[src/hw/rtl/gbn_pkg.sv]
// ----------------------------------------------------------------------------
// gbn_pkg
// Shared types and codes for the Go-Back-N sender window block.
// ----------------------------------------------------------------------------
package gbn_pkg;

    localparam int MAX_WINDOW = 32;
    localparam int CNT_W      = 6;

    // input operation codes
    localparam logic [1:0] OP_QUEUE   = 2'd0;
    localparam logic [1:0] OP_ACK     = 2'd1;
    localparam logic [1:0] OP_TIMEOUT = 2'd2;

    // timer commands
    localparam logic [1:0] TMR_NONE    = 2'd0;
    localparam logic [1:0] TMR_START   = 2'd1;
    localparam logic [1:0] TMR_RESTART = 2'd2;
    localparam logic [1:0] TMR_STOP    = 2'd3;

    localparam logic [5:0] WIN_RESET = 6'd10;

    typedef struct packed {
        logic capture;
        logic decide;
        logic count;
        logic emit;
    } t_dp_cmd;

    typedef struct packed {
        logic out_free;
        logic last;
    } t_dp_stat;

endpackage

[src/hw/rtl/gbn_ctrl.sv]
// ----------------------------------------------------------------------------
// gbn_ctrl
// Sequencer: capture a word, decide, count the sends, then emit results.
// ----------------------------------------------------------------------------
module gbn_ctrl (
    input  logic               i_clk,
    input  logic               i_rst_n,
    input  logic               i_valid,
    input  gbn_pkg::t_dp_stat  i_stat,
    output logic               o_stall,
    output gbn_pkg::t_dp_cmd   o_cmd
);

    localparam logic [1:0] S_IDLE   = 2'd0;
    localparam logic [1:0] S_DECIDE = 2'd1;
    localparam logic [1:0] S_COUNT  = 2'd2;
    localparam logic [1:0] S_EMIT   = 2'd3;

    logic [1:0] r_state;
    logic [1:0] n_state;

    always_comb begin
        n_state = r_state;
        o_cmd   = '0;
        unique case (r_state)
            S_IDLE: begin
                if (i_valid) begin
                    o_cmd.capture = 1'b1;
                    n_state       = S_DECIDE;
                end
            end
            S_DECIDE: begin
                o_cmd.decide = 1'b1;
                n_state      = S_COUNT;
            end
            S_COUNT: begin
                o_cmd.count = 1'b1;
                n_state     = S_EMIT;
            end
            S_EMIT: begin
                if (i_stat.out_free) begin
                    o_cmd.emit = 1'b1;
                    if (i_stat.last) begin
                        n_state = S_IDLE;
                    end
                end
            end
            default: begin
                n_state = S_IDLE;
            end
        endcase
    end

    always_ff @(posedge i_clk) begin
        if (!i_rst_n) begin
            r_state <= S_IDLE;
        end else begin
            r_state <= n_state;
        end
    end

    assign o_stall = (r_state != S_IDLE);

endmodule

[src/hw/rtl/gbn_dp.sv]
// ----------------------------------------------------------------------------
// gbn_dp
// Window state, sequence arithmetic, send counter and output register.
// ----------------------------------------------------------------------------
module gbn_dp #(
    parameter int SEQ_SPACE = 256
) (
    input  logic              i_clk,
    input  logic              i_rst_n,
    input  gbn_pkg::t_dp_cmd  i_cmd,
    output gbn_pkg::t_dp_stat o_stat,
    input  logic [1:0]        i_operation,
    input  logic [7:0]        i_ack_number,
    input  logic              i_ack_intact,
    input  logic              i_window_size_we,
    input  logic [5:0]        i_window_size_wdata,
    input  logic              i_stall,
    output logic              o_valid,
    output logic              o_send_valid,
    output logic [7:0]        o_send_sequence,
    output logic              o_is_retransmission,
    output logic [1:0]        o_timer_action,
    output logic              o_ack_accepted,
    output logic              o_space_full_error,
    output logic              o_last_result
);

    localparam int SW      = $clog2(SEQ_SPACE);
    localparam int CW      = ((SW > 8) ? SW : 8) + 1;
    localparam int WIN_CAP = ((SEQ_SPACE - 1) < gbn_pkg::MAX_WINDOW) ?
                             (SEQ_SPACE - 1) : gbn_pkg::MAX_WINDOW;
    localparam int CNT_W   = gbn_pkg::CNT_W;

    localparam logic [1:0] MODE_SINGLE = 2'd0;
    localparam logic [1:0] MODE_SEND   = 2'd1;
    localparam logic [1:0] MODE_RESEND = 2'd2;

    function automatic logic [SW-1:0] seq_inc(input logic [SW-1:0] a);
        return (a == SW'(SEQ_SPACE - 1)) ? '0 : a + 1'b1;
    endfunction

    function automatic logic [SW-1:0] seq_dist(input logic [SW-1:0] a,
                                               input logic [SW-1:0] b);
        logic [SW:0] t;
        if (a >= b) begin
            t = {1'b0, a} - {1'b0, b};
        end else begin
            t = {1'b0, a} + (SW+1)'(SEQ_SPACE) - {1'b0, b};
        end
        return t[SW-1:0];
    endfunction

    // window state
    logic [SW-1:0]    r_base;
    logic [SW-1:0]    r_free;
    logic [SW-1:0]    r_unsent;
    logic             r_timer_run;
    logic [5:0]       r_window;

    // captured word and per-item flags
    logic [1:0]       r_op;
    logic [7:0]       r_ack;
    logic             r_intact;
    logic [1:0]       r_mode;
    logic             r_acc;
    logic             r_err;
    logic [1:0]       r_tmr;
    logic [CNT_W-1:0] r_cnt;
    logic [SW-1:0]    r_ptr;

    // output register
    logic             r_out_valid;
    logic             r_o_send_valid;
    logic [7:0]       r_o_seq;
    logic             r_o_retx;
    logic [1:0]       r_o_tmr;
    logic             r_o_acc;
    logic             r_o_err;
    logic             r_o_last;

    // effective window
    logic [5:0] win_clamp;
    logic [5:0] win_eff;

    always_comb begin
        if (r_window == 6'd0) begin
            win_clamp = 6'd1;
        end else if (r_window > 6'(gbn_pkg::MAX_WINDOW)) begin
            win_clamp = 6'(gbn_pkg::MAX_WINDOW);
        end else begin
            win_clamp = r_window;
        end
        win_eff = (win_clamp > 6'(WIN_CAP)) ? 6'(WIN_CAP) : win_clamp;
    end

    // decide terms
    logic [SW-1:0] ack_seq;
    logic [SW-1:0] held;
    logic [SW-1:0] flight;
    logic [SW-1:0] ack_dist;
    logic          ack_big;
    logic          space_full;
    logic          ack_ok;

    assign ack_seq    = SW'(r_ack);
    assign held       = seq_dist(r_free, r_base);
    assign flight     = seq_dist(r_unsent, r_base);
    assign ack_dist   = seq_dist(ack_seq, r_base);
    assign ack_big    = CW'(r_ack) >= CW'(SEQ_SPACE);
    assign space_full = CW'(held) >= CW'(SEQ_SPACE - 1);
    assign ack_ok     = !ack_big && (ack_dist != '0) && (CW'(ack_dist) <= CW'(flight));

    // count terms
    logic [SW-1:0]    queued;
    logic [CW-1:0]    room;
    logic [CW-1:0]    cnt_send;
    logic [CW-1:0]    cnt_resend;
    logic [CNT_W-1:0] cnt_next;

    assign queued = seq_dist(r_free, r_unsent);

    always_comb begin
        room = (CW'(win_eff) > CW'(flight)) ? CW'(win_eff) - CW'(flight) : '0;
        cnt_send   = (CW'(queued) < room) ? CW'(queued) : room;
        cnt_resend = (CW'(flight) < CW'(gbn_pkg::MAX_WINDOW)) ?
                     CW'(flight) : CW'(gbn_pkg::MAX_WINDOW);
        case (r_mode)
            MODE_SEND:   cnt_next = CNT_W'(cnt_send);
            MODE_RESEND: cnt_next = CNT_W'(cnt_resend);
            default:     cnt_next = '0;
        endcase
    end

    // result in flight to the output register
    logic emit_blank;
    logic emit_last;

    assign emit_blank = (r_cnt == '0);
    assign emit_last  = (r_cnt <= CNT_W'(1));

    always_ff @(posedge i_clk) begin
        if (!i_rst_n) begin
            r_base      <= SW'(1);
            r_free      <= SW'(1);
            r_unsent    <= SW'(1);
            r_timer_run <= 1'b0;
            r_window    <= gbn_pkg::WIN_RESET;
            r_out_valid <= 1'b0;
            r_cnt       <= '0;
        end else begin
            if (i_window_size_we) begin
                r_window <= i_window_size_wdata;
            end

            if (i_cmd.decide) begin
                case (r_op)
                    gbn_pkg::OP_QUEUE: begin
                        if (!space_full) begin
                            r_free      <= seq_inc(r_free);
                            r_timer_run <= 1'b1;
                        end
                    end
                    gbn_pkg::OP_ACK: begin
                        if (!r_intact) begin
                            r_timer_run <= 1'b1;
                        end else if (ack_ok) begin
                            r_base      <= ack_seq;
                            r_timer_run <= (r_free != ack_seq);
                        end
                    end
                    gbn_pkg::OP_TIMEOUT: begin
                        r_timer_run <= 1'b1;
                    end
                    default: begin
                    end
                endcase
            end

            if (i_cmd.count) begin
                r_cnt <= cnt_next;
            end

            if (i_cmd.emit) begin
                if (!emit_blank) begin
                    r_cnt <= r_cnt - 1'b1;
                    if (r_mode == MODE_SEND) begin
                        r_unsent <= seq_inc(r_ptr);
                    end
                end
            end

            if (i_cmd.emit) begin
                r_out_valid <= 1'b1;
            end else if (!i_stall) begin
                r_out_valid <= 1'b0;
            end
        end
    end

    // payload registers
    always_ff @(posedge i_clk) begin
        if (i_cmd.capture) begin
            r_op     <= i_operation;
            r_ack    <= i_ack_number;
            r_intact <= i_ack_intact;
        end

        if (i_cmd.decide) begin
            r_mode <= MODE_SINGLE;
            r_acc  <= 1'b0;
            r_err  <= 1'b0;
            r_tmr  <= gbn_pkg::TMR_NONE;
            case (r_op)
                gbn_pkg::OP_QUEUE: begin
                    if (space_full) begin
                        r_err <= 1'b1;
                    end else begin
                        r_mode <= MODE_SEND;
                        r_tmr  <= r_timer_run ? gbn_pkg::TMR_NONE : gbn_pkg::TMR_START;
                    end
                end
                gbn_pkg::OP_ACK: begin
                    if (!r_intact) begin
                        r_tmr <= r_timer_run ? gbn_pkg::TMR_NONE : gbn_pkg::TMR_START;
                    end else if (ack_ok) begin
                        r_mode <= MODE_SEND;
                        r_acc  <= 1'b1;
                        r_tmr  <= (r_free != ack_seq) ? gbn_pkg::TMR_RESTART
                                                      : gbn_pkg::TMR_STOP;
                    end
                end
                gbn_pkg::OP_TIMEOUT: begin
                    r_mode <= MODE_RESEND;
                    r_tmr  <= gbn_pkg::TMR_START;
                end
                default: begin
                end
            endcase
        end

        if (i_cmd.count) begin
            r_ptr <= (r_mode == MODE_SEND) ? r_unsent : r_base;
        end

        if (i_cmd.emit) begin
            r_o_acc  <= r_acc;
            r_o_last <= emit_last;
            r_o_tmr  <= emit_last ? r_tmr : gbn_pkg::TMR_NONE;
            if (emit_blank) begin
                r_o_send_valid <= 1'b0;
                r_o_seq        <= 8'd0;
                r_o_retx       <= 1'b0;
                r_o_err        <= r_err;
            end else begin
                r_o_send_valid <= 1'b1;
                r_o_seq        <= 8'(r_ptr);
                r_o_retx       <= (r_mode == MODE_RESEND);
                r_o_err        <= 1'b0;
                r_ptr          <= seq_inc(r_ptr);
            end
        end
    end

    assign o_stat.out_free = !r_out_valid || !i_stall;
    assign o_stat.last     = emit_last;

    assign o_valid             = r_out_valid;
    assign o_send_valid        = r_o_send_valid;
    assign o_send_sequence     = r_o_seq;
    assign o_is_retransmission = r_o_retx;
    assign o_timer_action      = r_o_tmr;
    assign o_ack_accepted      = r_o_acc;
    assign o_space_full_error  = r_o_err;
    assign o_last_result       = r_o_last;

endmodule

[src/hw/rtl/go_back_n_sender_window.sv]
// Path: the accepting edge captures a word, which then passes the decide and
//   count states before its first result is loaded into the output register.
// Results: n = 1..32 per word, one result per cycle from the send counter
//   while the output is not stalled; o_stall holds off new words until then.
// Reset: synchronous, active low; base, next free and next unsent go to 1,
//   timer stopped, window 10. No clearing pass.
// ----------------------------------------------------------------------------
// go_back_n_sender_window
// Go-Back-N sender window control: queue, cumulative ack and timeout handling.
// ----------------------------------------------------------------------------
module go_back_n_sender_window #(
    parameter int SEQ_SPACE = 256
) (
    input  logic       i_clk,
    input  logic       i_rst_n,
    input  logic       i_valid,
    output logic       o_stall,
    input  logic [1:0] i_operation,
    input  logic [7:0] i_ack_number,
    input  logic       i_ack_intact,
    input  logic       i_window_size_we,
    input  logic [5:0] i_window_size_wdata,
    output logic       o_valid,
    input  logic       i_stall,
    output logic       o_send_valid,
    output logic [7:0] o_send_sequence,
    output logic       o_is_retransmission,
    output logic [1:0] o_timer_action,
    output logic       o_ack_accepted,
    output logic       o_space_full_error,
    output logic       o_last_result
);

    gbn_pkg::t_dp_cmd  cmd;
    gbn_pkg::t_dp_stat stat;

    gbn_ctrl u_ctrl (
        .i_clk   (i_clk),
        .i_rst_n (i_rst_n),
        .i_valid (i_valid),
        .i_stat  (stat),
        .o_stall (o_stall),
        .o_cmd   (cmd)
    );

    gbn_dp #(
        .SEQ_SPACE (SEQ_SPACE)
    ) u_dp (
        .i_clk               (i_clk),
        .i_rst_n             (i_rst_n),
        .i_cmd               (cmd),
        .o_stat              (stat),
        .i_operation         (i_operation),
        .i_ack_number        (i_ack_number),
        .i_ack_intact        (i_ack_intact),
        .i_window_size_we    (i_window_size_we),
        .i_window_size_wdata (i_window_size_wdata),
        .i_stall             (i_stall),
        .o_valid             (o_valid),
        .o_send_valid        (o_send_valid),
        .o_send_sequence     (o_send_sequence),
        .o_is_retransmission (o_is_retransmission),
        .o_timer_action      (o_timer_action),
        .o_ack_accepted      (o_ack_accepted),
        .o_space_full_error  (o_space_full_error),
        .o_last_result       (o_last_result)
    );

endmodule

[config.mk]
export PLATFORM = sky130hd
export DESIGN_NAME = go_back_n_sender_window
export DESIGN_NICKNAME = d
export VERILOG_FILES = /design/src/hw/rtl/gbn_pkg.sv /design/src/hw/rtl/gbn_ctrl.sv /design/src/hw/rtl/gbn_dp.sv /design/src/hw/rtl/go_back_n_sender_window.sv
export SDC_FILE = /design/constraint.sdc
export NUM_CORES = 1
export LEC_CHECK = 0
export BUFFER_PORTS_ARGS = -buffer_cell sky130_fd_sc_hd__buf_2
export CAP_MARGIN = 0
export CELL_PAD_IN_SITES_DETAIL_PLACEMENT = 1
export CELL_PAD_IN_SITES_GLOBAL_PLACEMENT = 1
export CORE_MARGIN = 2
export CORE_UTILIZATION = 48
export DETAILED_ROUTE_END_ITERATION = 6
export PLACE_DENSITY = 0.89
export SLEW_MARGIN = 10
export SYNTH_ARGS = -nofsm -noshare
export SYNTH_HDL_FRONTEND = slang
export SYNTH_SLANG_ARGS = --single-unit
[constraint.sdc]
create_clock -name i_clk -period 5 [get_ports i_clk]
set_input_delay 0.5 -clock i_clk [delete_from_list [all_inputs] [get_ports i_clk]]
set_output_delay 0.5 -clock i_clk [all_outputs]
set_load 0.03 [all_outputs]
==> out/metrics.json <==
{
  "synthMuxAreaShare_pct": 2.99,
  "crit_type": "reg -> reg",
  "grt_first_pass_wirelength_um": 26500,
  "grt_use_met2_pct": 47.1,
  "cts-root-to-sink-buffers": 2,
  "grt_setup_unrepaired": "false",
  "synth_compound_gate_area_share_pct": 17.8,
  "commonest_non_fill_non_tap_cell_in_the_layout": "sky130_fd_sc_hd__ha_1",
  "grt_usage_pct": 26.6,
  "globalRoute.busiestLayer": "met2",
  "drt-total-wl_um": 16600,
  "drc": 3,
  "synth.lib_cells_used.distinct": 75,
  "seq_area_frac_synth_pct": 33.6,
  "worst_clock_skew_ps": 11.0,
  "yosysWarningCount": 0,
  "setup.worst_path.start_class": "flip-flop",
  "maxCapViolCount": 0,
  "timing_hold_violations_final": 0,
  "fin_util_pct": 55.6,
  "grt_pass1_vias": 5156,
  "worstMarginPinSlew_ps": 973,
  "synth-edff-count": 32,
  "grt_util_met3_pct": 4.39,
  "diodes": 0,
  "post_drt_via_cell_ratio": 6.04,
  "initialDrtViolationCount": 264,
  "post-route-min-period_ps": 4720,
  "gp_congestion": 0.884,
  "lkg_pwr_nw": 2.72,
  "timing.fmax_ghz": 0.212,
  "cp.required_ps": 5290,
  "most_used_cells_in_the_layout_excluding_fill_and_tap_cells": "60 x sky130_fd_sc_hd__ha_1, 48 x sky130_fd_sc_hd__inv_1, 48 x sky130_fd_sc_hd__dfxtp_1",
  "max-slew-margin-rel_pct": 35.1,
  "number_of_pins_exceeding_their_max_slew_limit_in_the_final_report": 0,
  "postSynthRegisterBits": 80,
  "min_period_over_period_pct": 94.3,
  "timing.setup.tns_ps": 0,
  "design.core.area_mm2": 0.0115,
  "number_of_levels_in_the_clock_h_tree": 3,
  "cts_buf_count": 9,
  "number_of_primary_i_o_pins": 39,
  "finalSetupViolations": 0,
  "ys.flop_type": "sky130_fd_sc_hd__dfxtp_1",
  "result_of_the_run": "finished, violations left",
  "fp.dieH_um": 113,
  "pin_count_of_the_biggest_net_entering_global_routing": 46,
  "num_vias": 4907,
  "power_density_mw_per_mm2": 442,
  "worst_setup_path_end_kind": "flip-flop",
  "syn2layout_area_growth_pct": 11.8,
  "synth-xor-area-share_pct": 6.97,
  "die-width_um": 113,
  "finalPower_mw": 2.83,
  "r2r_cells": 21,
  "min-delay-path-class": "in -> reg",
  "die_area_mm2": 0.0128,
  "root_buffer": "sky130_fd_sc_hd__clkbuf_16",
  "post_synth_inst_count": 629,
  "groute.layer.met1.usage_pct": 31.7,
  "postRouteAntennaNets": 0,
  "tritoncts": "yes",
  "violations": "DRC",
  "synth_area_mm2": 0.00573,
  "globalRouteOverflowTotal": 0,
  "place_hpwl_um": 12400,
  "io_buffers": 38,
  "worstSkewPairLatency_ps": 350,
  "antenna_violations_before_repair": 0,
  "clock_tree_sinks": 80,
  "worst-endpoint-arrival_ps": 5010,
  "final_layout_size_suffix_gt1_share_pct": 12.7,
  "main_combinational_cell_family_by_area_after_synthesis": "simple AND/OR/NAND/NOR gates",
  "finalNetCount": 752,
  "post_synth.cell_area_avg_um2": 9.11,
  "detail_route.wl_per_cell_um": 20.5,
  "final_design_area_no_fill_mm2": 0.00640,
  "synth_simple_gate_area_share_pct": 18.8,
  "placementRows": 39,
  "placed_area_mm2": 0.00603,
  "worstHoldPathCells": 1,
  "async_reset_ff_share_pct": 0,
  "start_util_pct": 49.7,
  "firstDrtPassIters": 6,
  "synth-adder-area-share_pct": 14.9,
  "vdd_ir_drop_max_uv": 281,
  "path_clk_slew_ps": 70,
  "net_count_synth": 716,
  "critical_path_peak_fanout": 7
}
## worst max-delay path, cell delays in order, from the launching register on
cell                       delay [ps]
sky130_fd_sc_hd__dfxtp_1          370
sky130_fd_sc_hd__inv_1            110
sky130_fd_sc_hd__ha_1             390
sky130_fd_sc_hd__inv_1            140
sky130_fd_sc_hd__and3_1           230
sky130_fd_sc_hd__a211o_1          290
sky130_fd_sc_hd__a311oi_2         260
sky130_fd_sc_hd__ha_1             250
sky130_fd_sc_hd__or3_1            170
sky130_fd_sc_hd__o22ai_2           90
sky130_fd_sc_hd__nor2_1           120
sky130_fd_sc_hd__and3_1           290
sky130_fd_sc_hd__nand2_1           90
sky130_fd_sc_hd__ha_1             300
sky130_fd_sc_hd__a21o_1           170
sky130_fd_sc_hd__a211oi_1         230
sky130_fd_sc_hd__o21ai_0          150
sky130_fd_sc_hd__a21oi_2          200
sky130_fd_sc_hd__a21o_1           130
sky130_fd_sc_hd__a22o_2           220
sky130_fd_sc_hd__mux2_2           350
sky130_fd_sc_hd__o21ai_1          120
## cell type report
type / instances / area [um^2]
clock buffers: 10 / 239
clock inverters: 6 / 88.8
fillers: 1333 / 5110
inverters: 49 / 184
multi-input cells: 480 / 3550
flip-flops and latches: 80 / 1920
well taps: 143 / 179
repair buffers: 45 / 243
## flip-flops by register name (all words and copies together) (netlist names), 6 cells and up
signal and flops:
u_dp.ack_seq 8, u_dp.o_send_sequence 8, u_dp.r_base 8, u_dp.r_free 8, u_dp.r_ptr 8, u_dp.r_unsent 8
u_dp.r_cnt 6, u_dp.r_window 6
## synth_stat cells (11+ instances only)
| library cell | number | share of area [%] |
|---|---|---|
| sky130_fd_sc_hd__a21oi_1 | 35 | 3.1 |
| sky130_fd_sc_hd__nor2_1 | 40 | 2.6 |
| sky130_fd_sc_hd__o21ai_0 | 28 | 2.4 |
| sky130_fd_sc_hd__and3_1 | 12 | 1.3 |
| sky130_fd_sc_hd__nand2_1 | 46 | 3.0 |
| sky130_fd_sc_hd__nor2b_1 | 18 | 2.0 |
| sky130_fd_sc_hd__nand4_1 | 11 | 1.2 |
| sky130_fd_sc_hd__and2_1 | 17 | 1.9 |
| sky130_fd_sc_hd__clkbuf_1 | 15 | 0.98 |
| sky130_fd_sc_hd__dfxtp_1 | 48 | 17 |
| sky130_fd_sc_hd__nor3_1 | 12 | 1.0 |
| sky130_fd_sc_hd__xnor2_1 | 32 | 4.9 |
| sky130_fd_sc_hd__mux2i_1 | 16 | 2.8 |
| sky130_fd_sc_hd__ha_1 | 60 | 13 |
| sky130_fd_sc_hd__edfxtp_1 | 32 | 17 |
| sky130_fd_sc_hd__xor2_1 | 11 | 1.7 |
| sky130_fd_sc_hd__inv_1 | 49 | 3.2 |
| sky130_fd_sc_hd__nand3_1 | 18 | 1.6 |
## what timing repair did
action                                  in CTS  in global routing
hold buffers                                 0                  0
hold endpoints to repair                     0                  0
endpoints found under the setup margin       0                  6
setup buffers                                0                  2
gates resized for setup                      0                  7
## layer usage
metal  part of all wire (%)  up-vias
li1                       -     2319
met1                     41     2395
met2                     50      156
met4                    3.3        0
met3                    5.3       37
met5                      0        -
## path summary, 6_finish.rpt
path                                       endpoint           start  slack [ps]
worst max-delay path                  u_dp.r_cnt[3]  u_dp.r_base[5]         280
worst min-delay path                   u_dp.r_op[0]  i_operation[0]         320
worst max register to register        u_dp.r_cnt[3]  u_dp.r_base[5]         280
worst min register to register  u_dp.o_ack_accepted      u_dp.r_acc         420
## report_power, final
group / internal (mW) / switching [mW] / total (mW)
clock: 0.453 / 0.279 / 0.732
combinational: 0.468 / 0.732 / 1.20
sequential: 0.803 / 0.0940 / 0.897
total: 1.72 / 1.10 / 2.83
## kinds of logic (layout without fill, tap and decap cells)
family,count (synthesis),in the layout
other,1,1
adders and majority gates,65,65
buffers and inverters,69,110
and+or+nand+nor,204,204
muxes,17,17
xor gates and xnor gates,44,44
AOI/OAI and AO/OA,149,149
DFF,80,80
## per-stage QoR
stage	cells	hold WS, ps	setup WS, ps
2_1_floorplan	629	400	615
3_3_place_gp	795	410	437
3_5_place_dp	795	413	103
4_1_cts	811	308	50.8
5_1_grt	813	320	1.05
6_report	813	321	283
Note: power is estimated with default switching activity, not from simulation.
